### src/design/first_unique_letter_tracker_macros.svh
// Assertion macros for the first unique letter tracker.
`ifndef FIRST_UNIQUE_LETTER_TRACKER_MACROS_SVH
`define FIRST_UNIQUE_LETTER_TRACKER_MACROS_SVH

// Same-cycle implication, checked on aclk, disabled while aresetn is low.
`define FLUT_ASSERT_NOW(label, ante, cons, msg) \
    label: assert property (@(posedge aclk) disable iff (!aresetn) \
        (ante) |-> (cons)) else $error(msg);

// Next-cycle implication, checked on aclk, disabled while aresetn is low.
`define FLUT_ASSERT_NEXT(label, ante, cons, msg) \
    label: assert property (@(posedge aclk) disable iff (!aresetn) \
        (ante) |=> (cons)) else $error(msg);

`endif

### src/design/flut_pkg.sv
// Shared types and constants of the first unique letter tracker.
package flut_pkg;

    localparam int LETTER_W = 5;
    localparam int TDATA_W  = 8;

    typedef logic [LETTER_W-1:0] letter_t;

    // One queue slot.
    typedef struct packed {
        logic    valid;
        letter_t code;
    } flut_entry_t;

    // Carried from a cell to the next one down the chain.
    typedef struct packed {
        logic prev_valid;  // upstream cell currently holds a letter
        logic shift;       // removal hit at or above this cell
        logic first;       // set only into the head cell
    } flut_link_t;

    // Broadcast to every cell; the flags are all zero when no transaction is taken.
    typedef struct packed {
        logic    clear;
        logic    append;
        logic    remove;
        letter_t letter;
    } flut_ctrl_t;

endpackage

### src/design/flut_cell.sv
// One queue cell: holds a letter, compares it, and moves up on a removal.
module flut_cell (
    input  logic                 aclk,
    input  logic                 aresetn,
    input  flut_pkg::flut_ctrl_t ctrl_i,
    input  flut_pkg::flut_link_t link_i,
    output flut_pkg::flut_link_t link_o,
    input  flut_pkg::flut_entry_t succ_i,
    output flut_pkg::flut_entry_t ent_o,
    output flut_pkg::flut_entry_t ent_next_o
);

    logic              valid_reg;
    logic              valid_next;
    flut_pkg::letter_t code_reg;
    flut_pkg::letter_t code_next;
    logic              match;
    logic              shift;
    logic              tail;

    always_comb begin
        match      = ctrl_i.remove & valid_reg & (code_reg == ctrl_i.letter);
        shift      = link_i.shift | match;
        // first empty slot after the occupied prefix
        tail       = ~valid_reg & link_i.prev_valid;
        valid_next = valid_reg;
        code_next  = code_reg;
        if (ctrl_i.clear) begin
            valid_next = ctrl_i.append & link_i.first;
            code_next  = ctrl_i.letter;
        end else if (shift) begin
            valid_next = succ_i.valid;
            code_next  = succ_i.code;
        end else if (ctrl_i.append & tail) begin
            valid_next = 1'b1;
            code_next  = ctrl_i.letter;
        end
    end

    always_ff @(posedge aclk) begin
        if (!aresetn) begin
            valid_reg <= 1'b0;
        end else begin
            valid_reg <= valid_next;
        end
    end

    always_ff @(posedge aclk) begin
        code_reg <= code_next;
    end

    assign link_o     = '{prev_valid: valid_reg, shift: shift, first: 1'b0};
    assign ent_o      = '{valid: valid_reg, code: code_reg};
    assign ent_next_o = '{valid: valid_next, code: code_next};

endmodule

### src/design/first_unique_letter_tracker.sv
// First non-repeating letter of a stream, kept in a chain of queue cells.
// The result is registered into the output register, or the skid slot on a stall.
// Throughput: one transaction per cycle unless the skid slot is full; the path is
//   the removal compare rippling from the head down the ALPHABET_SIZE-cell chain.
// Reset (aresetn low, synchronous): empties the cells, seen bits and output
//   registers; no clearing pass, the block is ready right after reset.
module first_unique_letter_tracker #(
    parameter int ALPHABET_SIZE = 26
) (
    input  logic                         aclk,
    input  logic                         aresetn,
    input  logic                         s_tvalid,
    output logic                         s_tready,
    input  logic [flut_pkg::TDATA_W-1:0] s_tdata,  // [4:0] letter, rest zero
    input  logic                         s_tuser,  // [0] new_stream
    output logic                         m_tvalid,
    input  logic                         m_tready,
    output logic [flut_pkg::TDATA_W-1:0] m_tdata,  // [4:0] first_unique, rest zero
    output logic                         m_tuser   // [0] found
);

    localparam int IDX_W  = (ALPHABET_SIZE > 1) ? $clog2(ALPHABET_SIZE) : 1;
    localparam int LAST   = ALPHABET_SIZE - 1;
    localparam int ZPAD_W = flut_pkg::TDATA_W - flut_pkg::LETTER_W;

    logic                        accept;
    logic                        in_range;
    logic [IDX_W-1:0]            seen_idx;
    logic                        seen_hit;
    logic [ALPHABET_SIZE-1:0]    seen_mask_reg;
    logic [ALPHABET_SIZE-1:0]    seen_mask_next;
    logic [ALPHABET_SIZE-1:0]    valid_vec;
    flut_pkg::letter_t           letter;
    flut_pkg::flut_ctrl_t        ctrl;
    flut_pkg::flut_link_t        link_in  [ALPHABET_SIZE];
    flut_pkg::flut_link_t        link_out [ALPHABET_SIZE];
    flut_pkg::flut_entry_t       ent      [ALPHABET_SIZE];
    flut_pkg::flut_entry_t       ent_next [ALPHABET_SIZE];
    flut_pkg::flut_entry_t       succ     [ALPHABET_SIZE];

    logic                        res_found;
    flut_pkg::letter_t           res_code;
    logic                        out_valid_reg;
    logic                        out_found_reg;
    flut_pkg::letter_t           out_code_reg;
    logic                        skid_valid_reg;
    logic                        skid_found_reg;
    flut_pkg::letter_t           skid_code_reg;

    assign s_tready = ~skid_valid_reg;
    assign accept   = s_tvalid & s_tready;
    assign letter   = s_tdata[flut_pkg::LETTER_W-1:0];
    assign in_range = 32'(letter) < ALPHABET_SIZE;
    assign seen_idx = IDX_W'(letter);
    assign seen_hit = in_range & seen_mask_reg[seen_idx];

    always_comb begin
        ctrl.clear  = accept & s_tuser;
        ctrl.append = accept & in_range & (s_tuser | ~seen_hit);
        ctrl.remove = accept & in_range & ~s_tuser & seen_hit;
        ctrl.letter = letter;
    end

    always_comb begin
        seen_mask_next = ctrl.clear ? '0 : seen_mask_reg;
        if (ctrl.append) begin
            seen_mask_next[seen_idx] = 1'b1;
        end
    end

    always_ff @(posedge aclk) begin
        if (!aresetn) begin
            seen_mask_reg <= '0;
        end else begin
            seen_mask_reg <= seen_mask_next;
        end
    end

    // queue cells, head at index 0
    genvar gi;
    generate
        for (gi = 0; gi < ALPHABET_SIZE; gi++) begin : g_cell
            if (gi == 0) begin : g_head
                assign link_in[gi] = '{prev_valid: 1'b1, shift: 1'b0, first: 1'b1};
            end else begin : g_body
                assign link_in[gi] = link_out[gi-1];
            end
            if (gi == LAST) begin : g_tail
                assign succ[gi] = '{valid: 1'b0, code: '0};
            end else begin : g_mid
                assign succ[gi] = ent[gi+1];
            end
            assign valid_vec[gi] = ent[gi].valid;

            flut_cell u_cell (
                .aclk       (aclk),
                .aresetn    (aresetn),
                .ctrl_i     (ctrl),
                .link_i     (link_in[gi]),
                .link_o     (link_out[gi]),
                .succ_i     (succ[gi]),
                .ent_o      (ent[gi]),
                .ent_next_o (ent_next[gi])
            );
        end
    endgenerate

    assign res_found = ent_next[0].valid;
    assign res_code  = res_found ? ent_next[0].code : '0;

    // output register with one skid slot behind it
    always_ff @(posedge aclk) begin
        if (!aresetn) begin
            out_valid_reg  <= 1'b0;
            skid_valid_reg <= 1'b0;
        end else if (!out_valid_reg || m_tready) begin
            out_valid_reg  <= skid_valid_reg | accept;
            skid_valid_reg <= 1'b0;
        end else if (accept) begin
            skid_valid_reg <= 1'b1;
        end
    end

    always_ff @(posedge aclk) begin
        if (!out_valid_reg || m_tready) begin
            if (skid_valid_reg) begin
                out_found_reg <= skid_found_reg;
                out_code_reg  <= skid_code_reg;
            end else begin
                out_found_reg <= res_found;
                out_code_reg  <= res_code;
            end
        end else if (accept) begin
            skid_found_reg <= res_found;
            skid_code_reg  <= res_code;
        end
    end

    assign m_tvalid = out_valid_reg;
    assign m_tuser  = out_found_reg;
    assign m_tdata  = {{ZPAD_W{1'b0}}, out_code_reg};

`include "first_unique_letter_tracker_macros.svh"

    `FLUT_ASSERT_NOW(a_queue_prefix, 1'b1, (valid_vec & (valid_vec + ALPHABET_SIZE'(1))) == '0, "queue cells not a contiguous prefix")
    `FLUT_ASSERT_NOW(a_queue_le_seen, 1'b1, $countones(valid_vec) <= $countones(seen_mask_reg), "more queued letters than seen letters")
    `FLUT_ASSERT_NOW(a_shift_needs_remove, link_out[LAST].shift, ctrl.remove, "chain shifted without a removal")
    `FLUT_ASSERT_NEXT(a_restart_single, accept && s_tuser && in_range, valid_vec[0] && $countones(seen_mask_reg) == 1, "new stream did not leave one letter")

endmodule
### config.mk
export PLATFORM = sky130hd
export DESIGN_NAME = first_unique_letter_tracker
export DESIGN_NICKNAME = d
export VERILOG_FILES = /design/src/design/flut_pkg.sv /design/src/design/flut_cell.sv /design/src/design/first_unique_letter_tracker.sv
export VERILOG_INCLUDE_DIRS = /design/src /design/src/design
export SDC_FILE = /design/constraint.sdc
export NUM_CORES = 1
export LEC_CHECK = 0
export ABC_AREA = 1
export BUFFER_PORTS_ARGS = -buffer_cell sky130_fd_sc_hd__buf_4
export CAP_MARGIN = 20
export CORE_MARGIN = 2
export CORE_UTILIZATION = 40
export DETAILED_ROUTE_END_ITERATION = 10
export PLACE_DENSITY = 0.53
export SYNTH_ARGS = -nofsm -noshare
export SYNTH_HDL_FRONTEND = slang
export SYNTH_SLANG_ARGS = --single-unit
### constraint.sdc
create_clock -name aclk -period 5.9 [get_ports aclk]
set_input_delay 0.295 -clock aclk [delete_from_list [all_inputs] [get_ports aclk]]
set_output_delay 0.295 -clock aclk [all_outputs]
set_load 0.01 [all_outputs]
==> results of run 1 <==
-- layout by cell type (no fill, tap or decap), types with 8 or more instances in the layout --
cell and n:
nor4_1 11, a21oi_1 25, clkbuf_16 17, nand2_1 275, o22ai_1 14, xnor2_1 15, nor3_1 9, a31oi_1 14
o31ai_1 33, nand3_1 28, edfxtp_1 137, or2_2 14, inv_1 129, dfxtp_1 59, o21ai_0 148, xor2_1 25
inv_2 9, buf_4 35, nand4_1 23, a221oi_1 8, nor2_1 131, a22oi_1 11, a211oi_1 10
-- per-layer routing --
metal / global-route usage (%) / vias up / part of all wire [%]
met5: 0 / - / 0
met4: 4.27 / 0 / 0.91
met3: 3.16 / 17 / 3.6
met2: 32.5 / 147 / 47
met1: 26.7 / 3977 / 48
li1: - / 4255 / -
-- tightest hold or removal path, cell delays in order --
cell and delay (ns):
buf_4 0.08, inv_1 0.05, a31oi_1 0.15
-- area by class of cell --
type | count | share of cell area [%]
Timing Repair Buffer | 35 | 2.30
Clock inverter | 13 | 1.01
Clock buffer | 19 | 3.87
Sequential cell | 196 | 46.3
Tap cell | 335 | 3.66
Multi-Input combinational cell | 854 | 38.3
Inverter | 139 | 4.56
-- where the power goes --
part / internal, mW / total, mW / switching [mW]
Sequential: 1.54 / 1.57 / 0.0317
Combinational: 0.0946 / 0.297 / 0.202
Clock: 0.568 / 1.13 / 0.560
-- kinds of logic (layout without fill, tap and decap cells) --
logic type / count (synthesis) / after routing / synth area share, %
XOR/XNOR: 40 / 40 / 3.30
other: 1 / 3 / 0.0353
AND/OR/NAND/NOR: 522 / 522 / 21.8
flip-flops: 196 / 196 / 49.9
AO/OA/AOI/OAI: 289 / 289 / 16.1
buffers and inverters: 217 / 206 / 8.80
-- how the worst min path moves through the flow --
stage,to,cells past startpoint
floorplan,seen_mask_reg[22]$_SDFF_PN0_,2
global placement,seen_mask_reg[1]$_SDFF_PN0_,2
detailed placement,seen_mask_reg[1]$_SDFF_PN0_,2
CTS,m_tvalid$_SDFFE_PN0P_,3
global route,skid_valid_reg$_SDFFE_PP0P_,3
finish,m_tvalid$_SDFFE_PN0P_,3
==> qor.txt, run 1 <==
Outcome -> finished clean
Area Overhead vs Synth -> 7.88%
Leakage -> 4.44 nW
Post-Syn Area -> 10,600 µm²
Total CTS buffers -> 17
CP Class -> primary input to register
Crit path capture type -> register
Netlist cell types -> 49
Gate Count Post-Synth -> 1,265
Drt first pass iters -> 5
Type of the worst min-delay path -> primary input to register
Sum of negative setup slack -> 0 ns
# diodes -> 0
Worst slack, placed -> 0.973 ns
Mapped Avg Cell Area -> 8.39 µm²
Seq/Total Area, Yosys -> 49.9%
Area of placed instances -> 10,900 µm²
Top cells by count, synth -> 275 x nand2_1, 148 x o21ai_0, 137 x edfxtp_1, 131 x nor2_1, 129 x inv_1
Design Area, Final -> 11,400 µm²
Hold_buf cts -> 0
CP max stage cell -> nand4_1
Clk_lat worst skew -> 0.45 ns
Startpoint of the worst hold path -> s_tvalid
Dpl hpwl -> 17.3 mm
Via/cell ratio -> 5.28
Starting DRC count in detailed routing -> 577
Area of the multi-input gates -> 4390 µm²
Placed Cells -> 1,559
CP cell instances -> buf_4 -> nor2_1 -> a22oi_1 -> nand2_1 -> nand2_1 -> nand2_1 -> nor2_1 -> nand3_2 -> nand2_2 -> inv_2 -> nand2_2 -> nand4_1 -> buf_4 -> nor2_1 -> nand4_1 -> nor2_1 -> nand4_1 -> nor2_2 -> nand4_1 -> inv_2 -> nand4_1
CP Capture Point -> g_cell[25].u_cell.code_reg[3]$_DFFE_PP_
Kind of cell adding the most delay to the critical path -> simple AND/OR/NAND/NOR gates
Max incr delay on CP -> 0.44 ns
Reg-to-Reg End -> g_cell[25].u_cell.code_reg[3]$_DFFE_PP_
# resized after CTS -> 0
WP depth -> 21
Initial antenna violation count -> 0
Max FO, Critical Path -> 16
Wire per inst -> 16.5 µm
First-pass GRT wire length -> 43.3 mm
Die span in y -> 167 µm
Min cycle time layout -> 4.43 ns
Clock Skews -> 0.0180 ns
Fmax -> 226 MHz
Tightest hold margin -> 0.155 ns
DRT Wirelength -> 26.3 mm
Chip Width -> 167 µm
Largest net degree at the start of global routing -> 47
Cell Count, Final, Fillers Out -> 1,591
Main synth FF type -> edfxtp_1
Max Slew Vio Count -> 0
Layout cells sized above 1 -> 8.92%
Die ar. -> 27,800 µm²
Core Area -> 26,100 µm²
Fin. Hold Viols -> 0
Count of final setup violators -> 0
Pwr Density -> 262 nW/µm²
Residual DRC -> 0
Crit path launch type -> primary input
Placer Congestion -> 0.774
Worst Path Required -> 6.02 ns
GRT overflow -> 0
Clk pin slew, worst setup/hold paths -> 0.08 ns
Max-cap violations -> 0
Setup bufs post-CTS -> 0
Share of flip-flops with an asynchronous set or reset -> 0%
Largest cells by area after synthesis -> edfxtp_1 39%, dfxtp_1 11%, nand2_1 9.7%, o21ai_0 7.0%, nor2_1 4.6%
Nets -> 1,256
DRT antenna net count -> 0
Least-Margin Pin Slew -> 0.708 ns
Max reg flops -> 130
Power Total -> 3.00 mW
Root Driver -> clkbuf_16
Starting Density -> 40.7%
CP most frequent cell -> nand4_1
Post-layout util -> 43.9%
CP bufs+invs -> 4
GRT Overall Usage -> 19.5%
Reg2reg start -> seen_mask_reg[7]$_SDFF_PN0_
Flip-flop and latch area -> 5300 µm²
Count leader, synth -> nand2_1
Peak VDD IR -> 0.000164 V
CTS sink count -> 196
Vias in the first global route -> 8,123
IO Pins -> 24
CTS tree -> built
Reg2reg path depth -> 19
PnR worst setup slack -> 1.47 ns
Row count -> 59
Worst-case clock buffer depth -> 2
IO buf count -> 17
Critical path arrival -> 4.55 ns
H-tree levels -> 4
Slew headroom -> 52.6%
Unrepaired setup endpoints after global routing -> false
Fillers -> 2,575
Synth Register Bits -> 196
Area leader, netlist -> edfxtp_1
Yosys warns -> 0
EDFF count, synth -> 137
Reg2reg setup slack -> 1.50 ns
Crit path launch -> s_tdata[1]
Synth top area share -> 38.8%
Vias -> 8,396
Period utilisation layout -> 75.1%
(Power assumes the default switching activity.)
==> inputs of run 2 (changes only) <==
--- a/config.mk
+++ b/config.mk
@@ -12,7 +12,7 @@
 export CORE_MARGIN = 2
 export CORE_UTILIZATION = 40
 export DETAILED_ROUTE_END_ITERATION = 10
-export PLACE_DENSITY = 0.53
+export PLACE_DENSITY = 0.55
 export SYNTH_ARGS = -nofsm -noshare
 export SYNTH_HDL_FRONTEND = slang
 export SYNTH_SLANG_ARGS = --single-unit
==> constraint.sdc (replaced) <==
create_clock -name aclk -period 3.6 [get_ports aclk]
set_input_delay 0.18 -clock aclk [delete_from_list [all_inputs] [get_ports aclk]]
set_output_delay 0.18 -clock aclk [all_outputs]
set_load 0.01 [all_outputs]
==> qor.txt, run 2 (same netlist as run 1, synthesis figures left out) <==
Outcome -> finished clean
Max reg flops -> 130
Area of placed instances -> 11,100 µm²
Reg power frac -> 51.9%
Peak VDD IR -> 0.000305 V
Design Area, Final -> 11,700 µm²
GRT overflow -> 0
Pwr Density -> 422 nW/µm²
Core Area -> 26,100 µm²
Fmax -> 308 MHz
CP Capture Point -> g_cell[23].u_cell.code_reg[1]$_DFFE_PP_
Clk_lat worst skew -> 0.45 ns
IO Pins -> 24
Layout cells sized above 1 -> 11.2%
NetSw -> 1.34 mW
Crit path capture type -> register
Max-cap violations -> 0
Total CTS buffers -> 17
Die span in y -> 167 µm
Commonest non-fill, non-tap cell in the layout -> nand2_1
Type of the worst min-delay path -> primary input to register
Count of final setup violators -> 0
Die ar. -> 27,800 µm²
Fillers -> 2,597
Reg-to-Reg End -> g_cell[23].u_cell.code_reg[1]$_DFFE_PP_
Largest net degree at the start of global routing -> 39
Sw Ratio -> 27.1%
Dpl hpwl -> 18.3 mm
Placer Congestion -> 0.789
Fin. Hold Viols -> 0
Vias in the first global route -> 8,220
Max Slew Vio Count -> 0
Comb pwr share -> 10.1%
Clk pin slew, worst setup/hold paths -> 0.08 ns
CP Class -> register to register
Most frequent cells in the layout -> 275 x nand2_1, 148 x o21ai_0, 137 x edfxtp_1, 131 x nor2_1, 129 x inv_1
Crit path launch type -> register
Via/cell ratio -> 5.30
Reg2reg path depth -> 18
Drt first pass iters -> 5
Worst Path Required -> 3.71 ns
GRT Overall Usage -> 19.4%
Hold_buf cts -> 0
First-pass GRT wire length -> 43.2 mm
Cell Count, Final, Fillers Out -> 1,621
IO buf count -> 17
Worst-case clock buffer depth -> 2
Sum of negative setup slack -> 0 ns
Critical path arrival -> 3.36 ns
Root Driver -> clkbuf_16
Unrepaired setup endpoints after global routing -> false
Wire per inst -> 16.4 µm
# diodes -> 0
Row count -> 59
Reg2reg setup slack -> 0.35 ns
Starting DRC count in detailed routing -> 522
Nets -> 1,286
Clock Skews -> 0.0124 ns
Vias -> 8,587
Max FO, Critical Path -> 8
CTS tree -> built
Area Overhead vs Synth -> 10.5%
Period utilisation layout -> 90.3%
Slew headroom -> 37.2%
Internal power -> 3.61 mW
Chip Width -> 167 µm
Crit path launch -> g_cell[1].u_cell.code_reg[4]$_DFFE_PP_
Leakage -> 4.61 nW
Placed Cells -> 1,582
Min cycle time layout -> 3.25 ns
DRT Wirelength -> 26.6 mm
Initial antenna violation count -> 0
Reg2reg start -> g_cell[1].u_cell.code_reg[4]$_DFFE_PP_
DRT antenna net count -> 0
H-tree levels -> 4
Starting Density -> 40.7%
CTS sink count -> 196
Startpoint of the worst hold path -> s_tvalid
Residual DRC -> 0
Least-Margin Pin Slew -> 0.941 ns
Clock share of power -> 37.9%
## run 2: worst max-delay path, cell delays in order (launching register included)
cell	delay, ns
edfxtp_1	0.40
inv_1	0.10
nand2_1	0.05
nand2_1	0.06
nor2_1	0.05
nand3_1	0.13
nand3_1	0.11
nor2_2	0.16
nand4_2	0.14
nor2_4	0.16
nand4_2	0.12
nand2_4	0.10
nand4_4	0.11
nor2_8	0.19
nand4_4	0.12
nor2_4	0.18
nand4_2	0.19
nor2_4	0.25
nand4_1	0.28
## run 2: final cells by class
| cell class | count | area [µm²] | area share, % |
|---|---|---|---|
| Clock buffer | 17 | 425 | 3.63 |
| Multi-Input combinational cell | 855 | 4400 | 37.5 |
| Tap cell | 335 | 419 | 3.58 |
| Sequential cell | 196 | 5300 | 45.2 |
| Timing Repair Buffer | 64 | 518 | 4.42 |
| Clock inverter | 15 | 143 | 1.22 |
| Inverter | 139 | 522 | 4.45 |
## run 2: worst min path at each step
stage,end,slack (ns),cells past startpoint
after floorplan,g_cell[0].u_cell.valid_reg$_SDFF_PN0_,0.35,2
after global placement,seen_mask_reg[8]$_SDFF_PN0_,0.44,2
after detailed placement,seen_mask_reg[17]$_SDFF_PN0_,0.44,2
after CTS,skid_valid_reg$_SDFFE_PP0P_,0.04,3
after global routing,skid_valid_reg$_SDFFE_PP0P_,0.05,3
final,m_tvalid$_SDFFE_PN0P_,0.05,3
## run 2: per-stage QoR
step	power (mW)	hold WS, ns	worst slack [ns]	util, %
detailed placement	3.13	0.443	0.0292	42.6
global route	5.16	0.0462	0.0171	45.0
CTS	4.99	0.0411	0.224	44.8
floorplan	2.96	0.353	0.727	-
finish	4.95	0.0540	0.351	45.0
global placement	3.12	0.440	0.116	42.6
## run 2: repair_timing
action / in CTS / in global routing
endpoints found under the setup margin: 0 / 20
buffers inserted: 0 / 6
resized for setup: 0 / 1
## run 2: layer usage
| layer | vias up | share of wire, % | GRT usage (%) |
|---|---|---|---|
| met2 | 174 | 49 | 33.7 |
| met1 | 4075 | 45 | 24.6 |
| met3 | 29 | 4.2 | 3.75 |
| met5 | - | 0 | 0 |
| met4 | 0 | 1.6 | 5.66 |
| li1 | 4309 | - | - |
## run 2: power groups by stage
stage	registers, mW	clock network, mW	logic (mW)
3_3_place_gp	2.62	0	0.496
3_5_place_dp	2.62	0	0.503
6_report	2.57	1.88	0.502
2_1_floorplan	2.61	0	0.344
5_1_grt	2.58	2.01	0.564
4_1_cts	2.57	1.92	0.504
==> inputs of run 3 (changes only) <==
--- a/config.mk
+++ b/config.mk
@@ -12,7 +12,7 @@
 export CORE_MARGIN = 2
 export CORE_UTILIZATION = 40
 export DETAILED_ROUTE_END_ITERATION = 10
-export PLACE_DENSITY = 0.55
+export PLACE_DENSITY = 0.53
 export SYNTH_ARGS = -nofsm -noshare
 export SYNTH_HDL_FRONTEND = slang
 export SYNTH_SLANG_ARGS = --single-unit
==> constraint.sdc (replaced) <==
create_clock -name aclk -period 3.2 [get_ports aclk]
set_input_delay 0.16 -clock aclk [delete_from_list [all_inputs] [get_ports aclk]]
set_output_delay 0.16 -clock aclk [all_outputs]
set_load 0.01 [all_outputs]
==> qor.txt, run 3 (same netlist as run 1, synthesis figures left out) <==
Die span in y -> 167 µm
Pwr Density -> 466 nW/µm²
Layout cells sized above 1 -> 14.3%
Placed Cells -> 1,612
Min cycle time layout -> 3.11 ns
DRT antenna net count -> 0
PnR worst setup slack -> 0.0895 ns
Root Driver -> clkbuf_16
Peak VDD IR -> 0.000371 V
Chip Width -> 167 µm
Fmax -> 321 MHz
Via/cell ratio -> 5.27
Starting Density -> 40.7%
Least-Margin Pin Slew -> 0.673 ns
Core Area -> 26,100 µm²
NetSw -> 1.42 mW
Startpoint of the worst hold path -> s_tvalid
Type of the worst min-delay path -> primary input to register
Cell Count, Final, Fillers Out -> 1,656
IO Pins -> 24
Dpl hpwl -> 18.8 mm
Clk_lat worst skew -> 0.43 ns
Flip-flop and latch area -> 5300 µm²
Reg-to-Reg End -> g_cell[25].u_cell.code_reg[0]$_DFFE_PP_
CP Class -> register to register
Sw Ratio -> 25.2%
Crit path launch type -> register
Internal power -> 4.21 mW
Max Slew Vio Count -> 0
Total CTS buffers -> 17
Worst hold path depth -> 3
Nets -> 1,321
# diodes -> 0
Slew headroom -> 55.1%
Vias -> 8,730
CTS tree -> built
Residual DRC -> 0
Starting DRC count in detailed routing -> 649
Reg2reg start -> g_cell[1].u_cell.code_reg[0]$_DFFE_PP_
IO buf count -> 17
Drt first pass iters -> 5
Worst-case hold path end point -> skid_valid_reg$_SDFFE_PP0P_
Reg2reg setup slack -> 0.09 ns
Post-layout util -> 46.3%
Die ar. -> 27,800 µm²
First-pass GRT wire length -> 43.9 mm
Critical path arrival -> 3.31 ns
Max-cap violations -> 0
Area Overhead vs Synth -> 13.7%
Comb pwr share -> 10.5%
Largest net degree at the start of global routing -> 39
Worst slack, placed -> -0.0356 ns
Most frequent cells in the layout -> 274 x nand2_1, 148 x o21ai_0, 137 x edfxtp_1, 128 x nor2_1, 127 x inv_1
Unrepaired setup endpoints after global routing -> true
GRT Overall Usage -> 19.6%
Area of the multi-input gates -> 4440 µm²
Vias in the first global route -> 8,395
Leakage -> 4.81 nW
Row count -> 59
Clk pin slew, worst setup/hold paths -> 0.07 ns
Initial antenna violation count -> 0
Worst-case clock buffer depth -> 2
Fin. Hold Viols -> 0
Outcome -> finished clean
CTS sink count -> 196
Commonest non-fill, non-tap cell in the layout -> nand2_1
H-tree levels -> 4
Clock share of power -> 38.0%
Max incr delay on CP -> 0.39 ns
GRT overflow -> 0
DRT Wirelength -> 26.9 mm
Fillers -> 2,529
Crit path capture type -> register
Period utilisation layout -> 97.2%
CP max stage cell -> edfxtp_1
Count of final setup violators -> 0
Max FO, Critical Path -> 5
Reg2reg path depth -> 21
CP most frequent cell -> nand4_1
Worst Path Required -> 3.40 ns
CP cell instances -> inv_1 -> nand2_1 -> nand2_1 -> nor2_1 -> nand3_2 -> nand2_2 -> nor2_4 -> nand4_1 -> nor2_1 -> nand4_1 -> nand2_2 -> nand4_1 -> nor2_1 -> nand4_1 -> nor2_1 -> nand4_1 -> nor2_2 -> nand4_1 -> inv_2 -> nand4_1 -> buf_6
Clock Skews -> 0.0119 ns
Wire per inst -> 16.2 µm
Placer Congestion -> 0.800
Reg power frac -> 51.5%
Max reg flops -> 130
==> run 3: routing by layer <==
metal	share of wire (%)	wire [µm]	vias to the layer above	track usage, %
met4	1.1	284	0	4.50
li1	-	-	4386	-
met2	49	13300	182	33.8
met3	4.3	1150	21	3.52
met5	0	0	-	0
met1	45	12100	4141	25.7
==> run 3: power by group through the flow <==
stage	logic, mW	registers [mW]	clock network (mW)
4_1_cts	0.580	2.90	2.18
3_5_place_dp	0.577	2.95	0
5_1_grt	0.660	2.91	2.29
2_1_floorplan	0.387	2.94	0
6_report	0.591	2.90	2.14
3_3_place_gp	0.570	2.95	0
==> run 3: critical path, delay by kind of cell, from the launching register on <==
kind | cells | cell delay, ns
buffers and inverters | 3 | 0.36
flip-flops | 1 | 0.39
AND/OR/NAND/NOR | 18 | 2.13
==> run 3: layout make-up <==
type                            count  area share, %
Tap cell                          335           3.48
Clock inverter                     12          0.841
Multi-Input combinational cell    854           36.8
Clock buffer                       20           3.96
Timing Repair Buffer              100           6.67
Inverter                          139           4.33
Sequential cell                   196           43.9
==> run 3: repair_timing <==
item | in CTS | in global routing
hold endpoints to repair | 0 | 0
hold buffers | 0 | 0
setup endpoints to repair | 0 | 56
buffers inserted | 0 | 12
resized for setup | 0 | 17
==> run 3: how the worst max path moves through the flow <==
stage                                           startpoint                                      end  slack, ns  cells after the start
floorplan           g_cell[3].u_cell.code_reg[2]$_DFFE_PP_  g_cell[23].u_cell.code_reg[0]$_DFFE_PP_       0.33                     18
global placement                                s_tdata[1]  g_cell[25].u_cell.code_reg[3]$_DFFE_PP_      -0.01                     23
detailed placement                              s_tdata[1]  g_cell[25].u_cell.code_reg[2]$_DFFE_PP_      -0.04                     23
CTS                 g_cell[1].u_cell.code_reg[2]$_DFFE_PP_  g_cell[25].u_cell.code_reg[0]$_DFFE_PP_       0.04                     21
global route        g_cell[1].u_cell.code_reg[0]$_DFFE_PP_  g_cell[25].u_cell.code_reg[0]$_DFFE_PP_      -0.17                     21
finish              g_cell[1].u_cell.code_reg[0]$_DFFE_PP_  g_cell[25].u_cell.code_reg[0]$_DFFE_PP_       0.09                     21
==> run 3: through the flow <==
step                      instance area, µm²  hold WS (ns)  total power, mW  TNS, ns
after global routing                   12100        0.0673             5.85    -3.07
after floorplan                        10600         0.333             3.33        0
final                                  12100        0.0541             5.62        0
after detailed placement               11300         0.445             3.53   -0.347
after CTS                              11900        0.0312             5.66        0
after global placement                 11300         0.441             3.52  -0.0906
